## config.mk

```make
export PLATFORM = sky130hd
export DESIGN_NAME = packed_lane_hash_add_sub
export DESIGN_NICKNAME = d
export VERILOG_FILES = /design/src/plhas_pkg.sv /design/src/packed_lane_hash_add_sub.sv
export SDC_FILE = /design/constraint.sdc
export NUM_CORES = 1
export LEC_CHECK = 0
export BUFFER_PORTS_ARGS = -buffer_cell sky130_fd_sc_hd__buf_2
export CAP_MARGIN = 20
export CORE_MARGIN = 5
export CORE_UTILIZATION = 45
export CTS_CLUSTER_DIAMETER = 150
export CTS_CLUSTER_SIZE = 28
export DETAILED_ROUTE_END_ITERATION = 7
export HOLD_SLACK_MARGIN = 0.08
export SYNTH_ARGS = -nofsm -noshare
export SYNTH_HDL_FRONTEND = slang
export SYNTH_SLANG_ARGS = --single-unit
```

## constraint.sdc

```tcl
create_clock -name clk -period 15.45 [get_ports clk]
set_input_delay 0 -clock clk [delete_from_list [all_inputs] [get_ports clk]]
set_output_delay 0 -clock clk [all_outputs]
set_load 0.005 [all_outputs]
```

## src/plhas_pkg.sv

```systemverilog
`timescale 1ns / 1ps
`default_nettype none

package plhas_pkg;

  localparam int WordWidth     = 64;
  localparam int LaneNarrow    = 16;
  localparam int LaneWide      = 32;
  localparam int NarrowLanes   = WordWidth / LaneNarrow;
  localparam int WideLanes     = WordWidth / LaneWide;
  localparam int ModeWidth     = 2;
  localparam int CfgIndexWidth = 1;

  localparam logic [WordWidth-1:0] MaskReset = {WordWidth{1'b1}};

  typedef enum logic [1:0] {
    OP_ADD   = 2'd0,
    OP_SUB   = 2'd1,
    OP_CLEAR = 2'd2,
    OP_CHECK = 2'd3
  } op_t;

  typedef enum logic [ModeWidth-1:0] {
    MODE_LANE16 = 2'd0,
    MODE_LANE32 = 2'd1,
    MODE_MASKED = 2'd2,
    MODE_SPARE  = 2'd3
  } mode_t;

  localparam logic [CfgIndexWidth-1:0] CfgDataMask    = 1'd0;
  localparam logic [CfgIndexWidth-1:0] CfgElementMode = 1'd1;

  typedef struct packed {
    op_t                  operation;
    logic [WordWidth-1:0] word_a;
    logic [WordWidth-1:0] word_b;
    logic                 last_word;
  } in_item_t;

  typedef struct packed {
    logic [WordWidth-1:0] word_out;
    logic                 padding_clean;
    logic                 last_out;
  } out_item_t;

endpackage

`default_nettype wire

```

## src/packed_lane_hash_add_sub.sv

```systemverilog
`timescale 1ns / 1ps
`default_nettype none

// Channel    Direction  Handshake            Payload
// --------   ---------  -------------------  --------------------------------------
// in         receive    in_valid / in_stall  in_item_t: operation, word_a, word_b, last
// out        send       out_valid/out_stall  out_item_t: word_out, padding_clean, last
// cfg        receive    cfg_write_enable     cfg_index, cfg_data (no read-back)
//
// Each word passes from its input transfer through the input register and then the
// result register to its output transfer; the lane adders and the mask logic lie
// between the two registers.
// One word can be transferred in every cycle while the output does not stall.
// Reset (rst, synchronous) empties both registers, loads data_mask with all ones,
// element_mode with masked mode and sets the padding flag to clean.
// A stall on the output holds the result register; the input register still
// takes a transfer while it is empty, so in_stall rises only when both are full.

module packed_lane_hash_add_sub (
  input  wire logic                              clk,
  input  wire logic                              rst,
  input  wire logic                              in_valid,
  output      logic                              in_stall,
  input  wire plhas_pkg::in_item_t               in_data,
  output      logic                              out_valid,
  input  wire logic                              out_stall,
  output      plhas_pkg::out_item_t              out_data,
  input  wire logic                              cfg_write_enable,
  input  wire logic [plhas_pkg::CfgIndexWidth-1:0] cfg_index,
  input  wire logic [plhas_pkg::WordWidth-1:0]   cfg_data
);
  import plhas_pkg::*;

  // Configuration registers.
  logic [WordWidth-1:0] data_mask;
  mode_t                element_mode;

  // Input register stage.
  logic     stage_valid;
  in_item_t stage;

  // Sticky padding flag for the buffer in progress.
  logic clean;

  logic      result_ready;
  logic      stage_ready;
  logic      advance;
  out_item_t result_next;
  logic      clean_next;

  logic [WordWidth-1:0] lane16_sum;
  logic [WordWidth-1:0] lane32_sum;
  logic [WordWidth-1:0] masked_sum;
  logic [WordWidth-1:0] neg_b;
  logic                 is_sub;
  logic                 padding_hit;

  // The result register is free when it is empty or its result is taken now;
  // the input register is free when it is empty or moves on now.
  assign result_ready = !out_valid || !out_stall;
  assign stage_ready  = !stage_valid || result_ready;
  assign advance      = stage_valid && result_ready;
  assign in_stall     = !stage_ready;

  always_ff @(posedge clk) begin
    if (rst) begin
      data_mask    <= MaskReset;
      element_mode <= MODE_MASKED;
    end else if (cfg_write_enable) begin
      case (cfg_index)
        CfgDataMask:    data_mask    <= cfg_data;
        CfgElementMode: element_mode <= mode_t'(cfg_data[ModeWidth-1:0]);
        default:        data_mask    <= data_mask;
      endcase
    end
  end

  always_ff @(posedge clk) begin
    if (rst) begin
      stage_valid <= 1'b0;
    end else if (stage_ready) begin
      stage_valid <= in_valid;
    end
  end

  always_ff @(posedge clk) begin
    if (stage_ready && in_valid) begin
      stage <= in_data;
    end
  end

  // Lane arithmetic: each lane is added or subtracted on its own, so carries
  // and borrows never cross a lane boundary.
  assign is_sub = (stage.operation == OP_SUB);

  always_comb begin
    lane16_sum = '0;
    for (int i = 0; i < NarrowLanes; i++) begin
      lane16_sum[i*LaneNarrow +: LaneNarrow] = is_sub ?
        stage.word_a[i*LaneNarrow +: LaneNarrow] - stage.word_b[i*LaneNarrow +: LaneNarrow] :
        stage.word_a[i*LaneNarrow +: LaneNarrow] + stage.word_b[i*LaneNarrow +: LaneNarrow];
    end
  end

  always_comb begin
    lane32_sum = '0;
    for (int i = 0; i < WideLanes; i++) begin
      lane32_sum[i*LaneWide +: LaneWide] = is_sub ?
        stage.word_a[i*LaneWide +: LaneWide] - stage.word_b[i*LaneWide +: LaneWide] :
        stage.word_a[i*LaneWide +: LaneWide] + stage.word_b[i*LaneWide +: LaneWide];
    end
  end

  // Masked mode subtracts by adding the masked complement of b, so that the
  // padding bits stay zero in the result.
  assign neg_b      = (~data_mask - stage.word_b) & data_mask;
  assign masked_sum = (stage.word_a + (is_sub ? neg_b : stage.word_b)) & data_mask;

  assign padding_hit = ((stage.word_a & ~data_mask) != '0);

  always_comb begin
    result_next = '0;
    clean_next  = clean;
    case (stage.operation)
      OP_ADD, OP_SUB: begin
        case (element_mode)
          MODE_LANE16: result_next.word_out = lane16_sum;
          MODE_LANE32: result_next.word_out = lane32_sum;
          default:     result_next.word_out = masked_sum;
        endcase
      end
      OP_CLEAR: begin
        result_next.word_out = stage.word_a & data_mask;
      end
      OP_CHECK: begin
        result_next.word_out = stage.word_a;
        clean_next           = clean && !padding_hit;
      end
      default: begin
        result_next.word_out = stage.word_a;
      end
    endcase
    result_next.padding_clean = clean_next;
    result_next.last_out      = stage.last_word;
  end

  // The flag returns to clean after the final word of a buffer.
  always_ff @(posedge clk) begin
    if (rst) begin
      clean <= 1'b1;
    end else if (advance) begin
      clean <= clean_next || stage.last_word;
    end
  end

  always_ff @(posedge clk) begin
    if (rst) begin
      out_valid <= 1'b0;
    end else if (result_ready) begin
      out_valid <= stage_valid;
    end
  end

  always_ff @(posedge clk) begin
    if (advance) begin
      out_data <= result_next;
    end
  end

endmodule

`default_nettype wire

```

==> results.toml, run 1 <==
[yosys]
synth_seq_area_share = 0.294
most_frequently_used_flop_master_after_synthesis = "sky130_fd_sc_hd__edfxtp_1"
synth.top_cell.area_share = 0.238
synthAdderAreaFrac = 0.120
syn_area_per_cell_sq_um = 8.41
yosys_register_bits = 266
synth_top_cells_by_area = "sky130_fd_sc_hd__edfxtp_1 24%, sky130_fd_sc_hd__ha_1 12%, sky130_fd_sc_hd__xnor2_1 7.3%, sky130_fd_sc_hd__dfxtp_1 5.6%, sky130_fd_sc_hd__a21oi_1 5.1%"
synth-edff-count = 197
synth_warnings = 0
postSynthCellCount = 2952
synth_cell_types = 99
dominant_combinational_cell_family_by_area_after_synthesis = "compound AO/OA/AOI/OAI gates"
synth.net_count = 3388
synth_compound_gate_area_share = 0.284
synth_area_in_simple_gates = 0.155
multiplexer_fraction_of_the_synthesized_cell_area = 0.00242
async_reset_ff_frac = 0
mappedNetlistArea_sq_um = 24800
fraction_of_synthesized_cell_area_in_xor_and_xnor_cells = 0.0970
post-synth-top-area-cell = "sky130_fd_sc_hd__edfxtp_1"

[timing]
fmax_ghz = 0.140
hold-worst-slack_ps = 135
finalClockSkew_ps = 44.0
unrepaired_setup_endpoints_after_global_routing = "false"
worst-slew-pin-transition_ps = 1070
maxSlewViolCount = 0
period_minus_slack_ps = 7160
finalSetupViolCount = 0
timing.final.crit_share = 0.464
setup_tns_ps = 0
worst_slew_margin_rel = 0.278
final_hold_viol_count = 0

[detailed_routing]
drtAntennaViolNets = 0
drc = 0
drt_first_pass_iters = 6
detail_route.wl_per_cell_um = 25.4
drt-vias-per-instance = 6.24
drt-initial-drc-count = 2350
routed-via-count = 25300
wl_um = 103000

[cells_and_area]
instances_no_fill = 4055
final_design_area_no_fill_sq_um = 29400
syn_to_final_growth_pct = 18.3
finalNetCount = 3778
post_route_cells_drive_above_1_share = 0.112

[floorplan]
die_area_sq_um = 60000
placement_rows = 86
die_x_um = 245
i_o_pin_cnt = 269
effective_utilization_at_floorplan = 0.452
dieHeight_um = 245
placeableCoreArea_sq_um = 54900

[cts]
clock_insertion_delay_worst_skew_ps = 560
tritoncts = "yes"
cts.sinks = 266
post_cts.resized_instances = 0
cts_setup_buffers = 0
cts-htree-levels = 1
clkSlewWorstSetupHoldPaths_ps = 120
clock-root-buffer = "sky130_fd_sc_hd__clkbuf_16"
cts_buffers = 14
cts-root-to-sink-buffers = 3

[place]
final_gp_congestion = 1.05
dpl_cell_area_sq_um = 26800
portBuffers = 268
dp_hpwl_um = 79300
placedCellCount = 3824

[worst_setup_path]
critical_path.startpoint_type = "flip-flop"
nature_of_the_critical_path_endpoint = "flip-flop"
worst-path-max-fanout = 73
criticalPathCategory = "flip-flop to flip-flop"
cp_data_required_time_ps = 15720
crit_arrival_ps = 7430

[min_path]
hold_class = "input port to flip-flop"

[global_routing]
gr-usage-all-layers = 0.328
global_route_congestion_overflow_total = 0
first_global_vias = 24700
largest_net_degree_at_the_start_of_global_routing = 128
grt_pass1_wl_um = 153000
grt_antenna_before_repair = 3

[power]
p_leak_nw = 12.6
worst_ir_drop_vdd_mv = 0.0651
power_per_unit_of_standard_cell_area_nw_per_um2 = 82.7

[job]
max_cap_viols = 0

[status]
status = "complete, no violations"
metrics by stage:
step | setup WS (ps) | utilization | power (mW)
6_report | 8290 | 0.535 | 2.43
3_3_place_gp | 8440 | 0.489 | 1.89
4_1_cts | 8460 | 0.534 | 2.41
5_1_grt | 8050 | 0.535 | 2.55
2_1_floorplan | 8510 | - | 1.59
3_5_place_dp | 8460 | 0.489 | 1.89
critical path, stage by stage, from the launching register on:
cell	delay, ps
sky130_fd_sc_hd__edfxtp_1	340
sky130_fd_sc_hd__buf_4	460
sky130_fd_sc_hd__nor2b_4	740
sky130_fd_sc_hd__buf_4	770
sky130_fd_sc_hd__o21ai_0	600
sky130_fd_sc_hd__o21bai_1	490
sky130_fd_sc_hd__nor2_1	230
sky130_fd_sc_hd__xnor2_1	140
sky130_fd_sc_hd__ha_1	300
sky130_fd_sc_hd__and4_1	290
sky130_fd_sc_hd__nand3_1	170
sky130_fd_sc_hd__nor2b_1	60
sky130_fd_sc_hd__a21oi_1	520
sky130_fd_sc_hd__a21oi_1	180
sky130_fd_sc_hd__o21ai_0	540
sky130_fd_sc_hd__a21oi_1	220
sky130_fd_sc_hd__o41ai_1	340
sky130_fd_sc_hd__xor2_1	190
sky130_fd_sc_hd__nor2_1	60
sky130_fd_sc_hd__a2bb2oi_1	200
sequential cells by signal (all words and copies together) (netlist names):
name          cells
out_valid         1
element_mode      2
clean             1
stage_valid       1
stage           130
out_data         66
data_mask        64
result_next       1
routing by layer:
layer / routed length (um) / share of wire / vias to the layer above / GRT usage
met5: 0 / 0 / - / 0
met2: 47100 / 0.46 / 1042 / 0.541
met3: 7560 / 0.073 / 175 / 0.0451
li1: - / - / 11800 / -
met4: 3290 / 0.032 / 0 / 0.0924
met1: 45100 / 0.44 / 12300 / 0.453
path summary, 6_finish.rpt:
kind             startpoint            to  slack, ps  depth (start not counted)
max              stage[129]  out_data[33]       8290                         19
min            in_data[118]    stage[118]        140                          2
max reg2reg      stage[129]  out_data[33]       8290                         19
min reg2reg  result_next[0]   out_data[0]        550                          0
placed cells by master, fill, tap and decap left out, drive strengths merged, types with 28 or more instances in the layout:
cell type	instances
o211ai	94
xor2	69
nand2b	29
dfxtp	69
and3	28
a21o	95
dlygate4sd3	205
nor3	55
inv	187
edfxtp	197
o21bai	33
ha	229
o21ai	247
nand4	45
a31oi	41
nand2	270
a21oi	259
xnor2	206
nand3	91
o21a	33
buf	290
a211oi	32
nor2b	40
nor2	164
power by group:
| group | internal [mW] | switching [mW] |
|---|---|---|
| sequential | 0.826 | 0.0536 |
| clock | 0.204 | 0.274 |
| combinational | 0.433 | 0.637 |
logic make-up after synthesis:
kind of cell / count (synthesis)
buf+inv: 308
compound gates: 1064
mux: 6
xor+xnor: 275
simple gates: 798
flops: 266
fa+ha+maj: 235
layout make-up:
class                   instances  area (sq um)
diodes                          1          2.50
clock buffers                  20           394
fillers                      5087         25500
repair buffers                495          3600
flip-flops and latches        266          7300
well taps                     704           881
inverters                     187           703
clock inverters                 4          71.3
multi-input cells            2378         16400
timing repair:
action	in CTS	in global routing
hold buffers	205	0
endpoints found under the setup margin	0	0
endpoints found under the hold margin	207	0
synthesized netlist by cell type (10+ instances only):
cell / instances
sky130_fd_sc_hd__xor2_1: 69
sky130_fd_sc_hd__nand2b_1: 29
sky130_fd_sc_hd__a21o_1: 95
sky130_fd_sc_hd__and4_1: 12
sky130_fd_sc_hd__edfxtp_1: 197
sky130_fd_sc_hd__xnor2_1: 206
sky130_fd_sc_hd__nor2b_1: 39
sky130_fd_sc_hd__dfxtp_1: 69
sky130_fd_sc_hd__o31ai_1: 21
sky130_fd_sc_hd__nor3_1: 53
sky130_fd_sc_hd__a22o_1: 15
sky130_fd_sc_hd__a31oi_1: 40
sky130_fd_sc_hd__nand4_1: 42
sky130_fd_sc_hd__inv_1: 185
sky130_fd_sc_hd__o22ai_1: 24
sky130_fd_sc_hd__o21a_1: 33
sky130_fd_sc_hd__or3_1: 10
sky130_fd_sc_hd__o21ai_0: 227
sky130_fd_sc_hd__a221oi_1: 24
sky130_fd_sc_hd__a311oi_1: 21
sky130_fd_sc_hd__nor2_1: 164
sky130_fd_sc_hd__a22oi_1: 13
sky130_fd_sc_hd__o21bai_1: 33
sky130_fd_sc_hd__nor4_1: 16
sky130_fd_sc_hd__and3_1: 28
sky130_fd_sc_hd__nand2_1: 269
sky130_fd_sc_hd__o21ai_1: 14
sky130_fd_sc_hd__a21oi_1: 251
sky130_fd_sc_hd__o211ai_1: 93
sky130_fd_sc_hd__ha_1: 229
sky130_fd_sc_hd__a211oi_1: 30
sky130_fd_sc_hd__nand3_1: 91
sky130_fd_sc_hd__and2_1: 14
sky130_fd_sc_hd__a31o_2: 11
sky130_fd_sc_hd__clkbuf_1: 105
Power figures use the tool's default switching activity.
==> inputs of run 2 (changes only) <==
==> constraint.sdc (replaced) <==
create_clock -name clk -period 6.8 [get_ports clk]
set_input_delay 0 -clock clk [delete_from_list [all_inputs] [get_ports clk]]
set_output_delay 0 -clock clk [all_outputs]
set_load 0.005 [all_outputs]
==> run 2 against run 1 <==
Compared with the run above:
- power is 120% higher
- wire length grew 0.74%
- final cell count grew 0.15%
- clock power up 100%
- worst setup slack got worse by 7900 ps
- clock skew is 2.4 ps higher
- clock-buffer cell count is 1 lower
- worst hold slack worse by 26 ps
- global-route usage up 0.079 points
- non-clock buffer count up 10
- critical path depth up 5
- die area did not move
- largest cell class unchanged
- highest routed layer is now met5
==> results.toml, run 2 (synthesized netlist as in run 1, its figures left out) <==
[status]
status = "complete, no violations"

[cts]
cts-htree-levels = 1
clock-root-buffer = "sky130_fd_sc_hd__clkbuf_16"
cts.sinks = 266
clkSlewWorstSetupHoldPaths_ps = 120
cts_buffers = 13
clock_insertion_delay_worst_skew_ps = 560
cts-root-to-sink-buffers = 3
tritoncts = "yes"

[cells_and_area]
antenna_cells = 0
layout.cells.most_common_list = "269 x sky130_fd_sc_hd__nand2_1, 268 x sky130_fd_sc_hd__buf_2, 251 x sky130_fd_sc_hd__a21oi_1"
multi_input_gate_area_sq_um = 16400
syn_to_final_growth_pct = 18.2
largest_registers = "stage x130, out_data x66, data_mask x64"
finalNetCount = 3787
max_flop_register = "stage"
largest_reg_flops = 130
regArea_sq_um = 7300
post_route_cells_drive_above_1_share = 0.113
fillCellCount = 5063
layout_commonest_cell = "sky130_fd_sc_hd__nand2_1"

[worst_setup_path]
largest_delay_share_family_worst_path = "compound AO/OA/AOI/OAI gates"
criticalPathCategory = "flip-flop to flip-flop"
critical-path-max-stage-delay_ps = 450
cpMaxStageDelayCell = "sky130_fd_sc_hd__dfxtp_1"
cp_cell_sequence = "nand2_1 > fa_1 > a211oi_1 > o21bai_1 > o2111a_1 > o211ai_1 > a21oi_1 > nand3b_1 > a21o_1 > a21bo_2 > a21oi_1 > xor2_1 > o31ai_1 > ha_1 > a21o_1 > a211o_1 > a211oi_1 > a21oi_1 > a31oi_2 > o21ai_0 > a41oi_1 > xnor2_1 > a21oi_1 > a211oi_1"
worst-path-max-fanout = 7
nature_of_the_critical_path_endpoint = "flip-flop"
critical-path-top-cell-by-count = "sky130_fd_sc_hd__a21oi_1"
cp_data_required_time_ps = 7150
crit_arrival_ps = 6750
critical_path.startpoint_type = "flip-flop"
worstPathBufferInverterCount = 0

[detailed_routing]
detail_route.wl_per_cell_um = 25.6
routed-via-count = 25600
drt-vias-per-instance = 6.30
drt-initial-drc-count = 2530
drt_first_pass_iters = 5
drc = 0
drtAntennaViolNets = 0
wl_um = 104000

[floorplan]
die_x_um = 245
i_o_pin_cnt = 269
dieHeight_um = 245
placeableCoreArea_sq_um = 54900
placement_rows = 86
effective_utilization_at_floorplan = 0.452
die_area_sq_um = 60000

[global_routing]
first_global_vias = 24700
grt_antenna_before_repair = 2
largest_net_degree_at_the_start_of_global_routing = 131
grt_pass1_wl_um = 153000
gr-usage-all-layers = 0.329
global_route_congestion_overflow_total = 0

[min_path]
hold_class = "input port to flip-flop"

[timing]
maxSlewViolCount = 0
post-route-worst-setup-slack_ps = 395
finalClockSkew_ps = 46.5
period_minus_slack_ps = 6410
fmax_ghz = 0.156
timing.final.crit_share = 0.942
setup_tns_ps = 0
worst-slew-pin-transition_ps = 1060
worst_slew_margin_rel = 0.291
final_hold_viol_count = 0
unrepaired_setup_endpoints_after_global_routing = "false"
finalSetupViolCount = 0

[job]
max_cap_viols = 0

[place]
portBuffers = 268
final_gp_congestion = 1.04
dp_hpwl_um = 79700
post_place_setup_slack_ps = 456

[power]
power_per_unit_of_standard_cell_area_nw_per_um2 = 184
intPower_mw = 3.23
p_leak_nw = 12.5
combPwrFrac = 0.452
worst_ir_drop_vdd_mv = 0.192
netSwitchingFraction = 0.402
net-switching-power_mw = 2.17
power.share.clock = 0.178
power.share.sequential = 0.370
## run 2: changes by cell type in the layout (fill, tap and decap cells not counted)
cell                            before  now
sky130_fd_sc_hd__buf_16              1    0
sky130_fd_sc_hd__inv_12              1    0
sky130_fd_sc_hd__a31oi_1            40   39
sky130_fd_sc_hd__diode_2             1    0
sky130_fd_sc_hd__a31oi_2             0    1
sky130_fd_sc_hd__dlygate4sd3_1     205  207
sky130_fd_sc_hd__clkbuf_1            5    6
sky130_fd_sc_hd__buf_4              19   28
sky130_fd_sc_hd__bufinv_16           1    0
sky130_fd_sc_hd__clkbuf_16          15   13
## run 2: area by class of cell
cell class / instances / area share
sequential: 266 / 0.249
tap: 704 / 0.0300
clock buffer: 19 / 0.0119
clock inverter: 2 / 0.000853
inverter: 187 / 0.0240
multi-input combinational: 2378 / 0.560
timing repair buffer: 505 / 0.125
## run 2: worst reg2reg max path, stage by stage, from the launching register on
cell                       delay (ps)
sky130_fd_sc_hd__dfxtp_1          450
sky130_fd_sc_hd__nand2_1          100
sky130_fd_sc_hd__fa_1             430
sky130_fd_sc_hd__a211oi_1         270
sky130_fd_sc_hd__o21bai_1         230
sky130_fd_sc_hd__o2111a_1         350
sky130_fd_sc_hd__o211ai_1         280
sky130_fd_sc_hd__a21oi_1          170
sky130_fd_sc_hd__nand3b_1         240
sky130_fd_sc_hd__a21o_1           240
sky130_fd_sc_hd__a21bo_2          230
sky130_fd_sc_hd__a21oi_1          170
sky130_fd_sc_hd__xor2_1           100
sky130_fd_sc_hd__o31ai_1          230
sky130_fd_sc_hd__ha_1             330
sky130_fd_sc_hd__a21o_1           210
sky130_fd_sc_hd__a211o_1          320
sky130_fd_sc_hd__a211oi_1         230
sky130_fd_sc_hd__a21oi_1          170
sky130_fd_sc_hd__a31oi_2          300
sky130_fd_sc_hd__o21ai_0          250
sky130_fd_sc_hd__a41oi_1          350
sky130_fd_sc_hd__xnor2_1          170
sky130_fd_sc_hd__a21oi_1          100
sky130_fd_sc_hd__a211oi_1         280
## run 2: what timing repair did
action                     CTS  global route
hold buffers               207             0
setup endpoints to repair    0             3
buffers inserted             0             2
resized for setup            0             1
hold endpoints to repair   215             0
## run 2: power by group through the flow
stage | clock, mW | combinational [mW] | sequential, mW
global route | 1.03 | 2.64 | 2.01
floorplan | 0 | 1.62 | 1.98
CTS | 0.982 | 2.39 | 2.00
finish | 0.964 | 2.44 | 2.00
detailed placement | 0 | 2.28 | 2.03
global placement | 0 | 2.27 | 2.03
## run 2: per-stage QoR
step	power, mW	cell area [sq um]	util	cells	hold WS, ps
floorplan	3.61	24800	-	2952	69.1
global placement	4.30	26900	0.490	3831	176
detailed placement	4.31	26900	0.490	3831	178
CTS	5.37	29300	0.534	4059	106
global route	5.68	29300	0.534	4061	135
finish	5.41	29300	0.534	4061	109
## run 2: path summary, 6_finish.rpt
path / startpoint / end / slack [ps] / cells past startpoint
max: data_mask[0] / out_data[51] / 390 / 24
max reg2reg: data_mask[0] / out_data[51] / 390 / 24
min reg2reg: clean / clean / 540 / 2
min: out_stall / out_data[0] / 110 / 3
## run 2: routing by layer
metal | GRT usage | share of wire | wire [um]
met1 | 0.450 | 0.43 | 45100
met2 | 0.550 | 0.46 | 47600
met3 | 0.0413 | 0.075 | 7820
met4 | 0.0926 | 0.031 | 3230
met5 | 0 | 0.00022 | 23
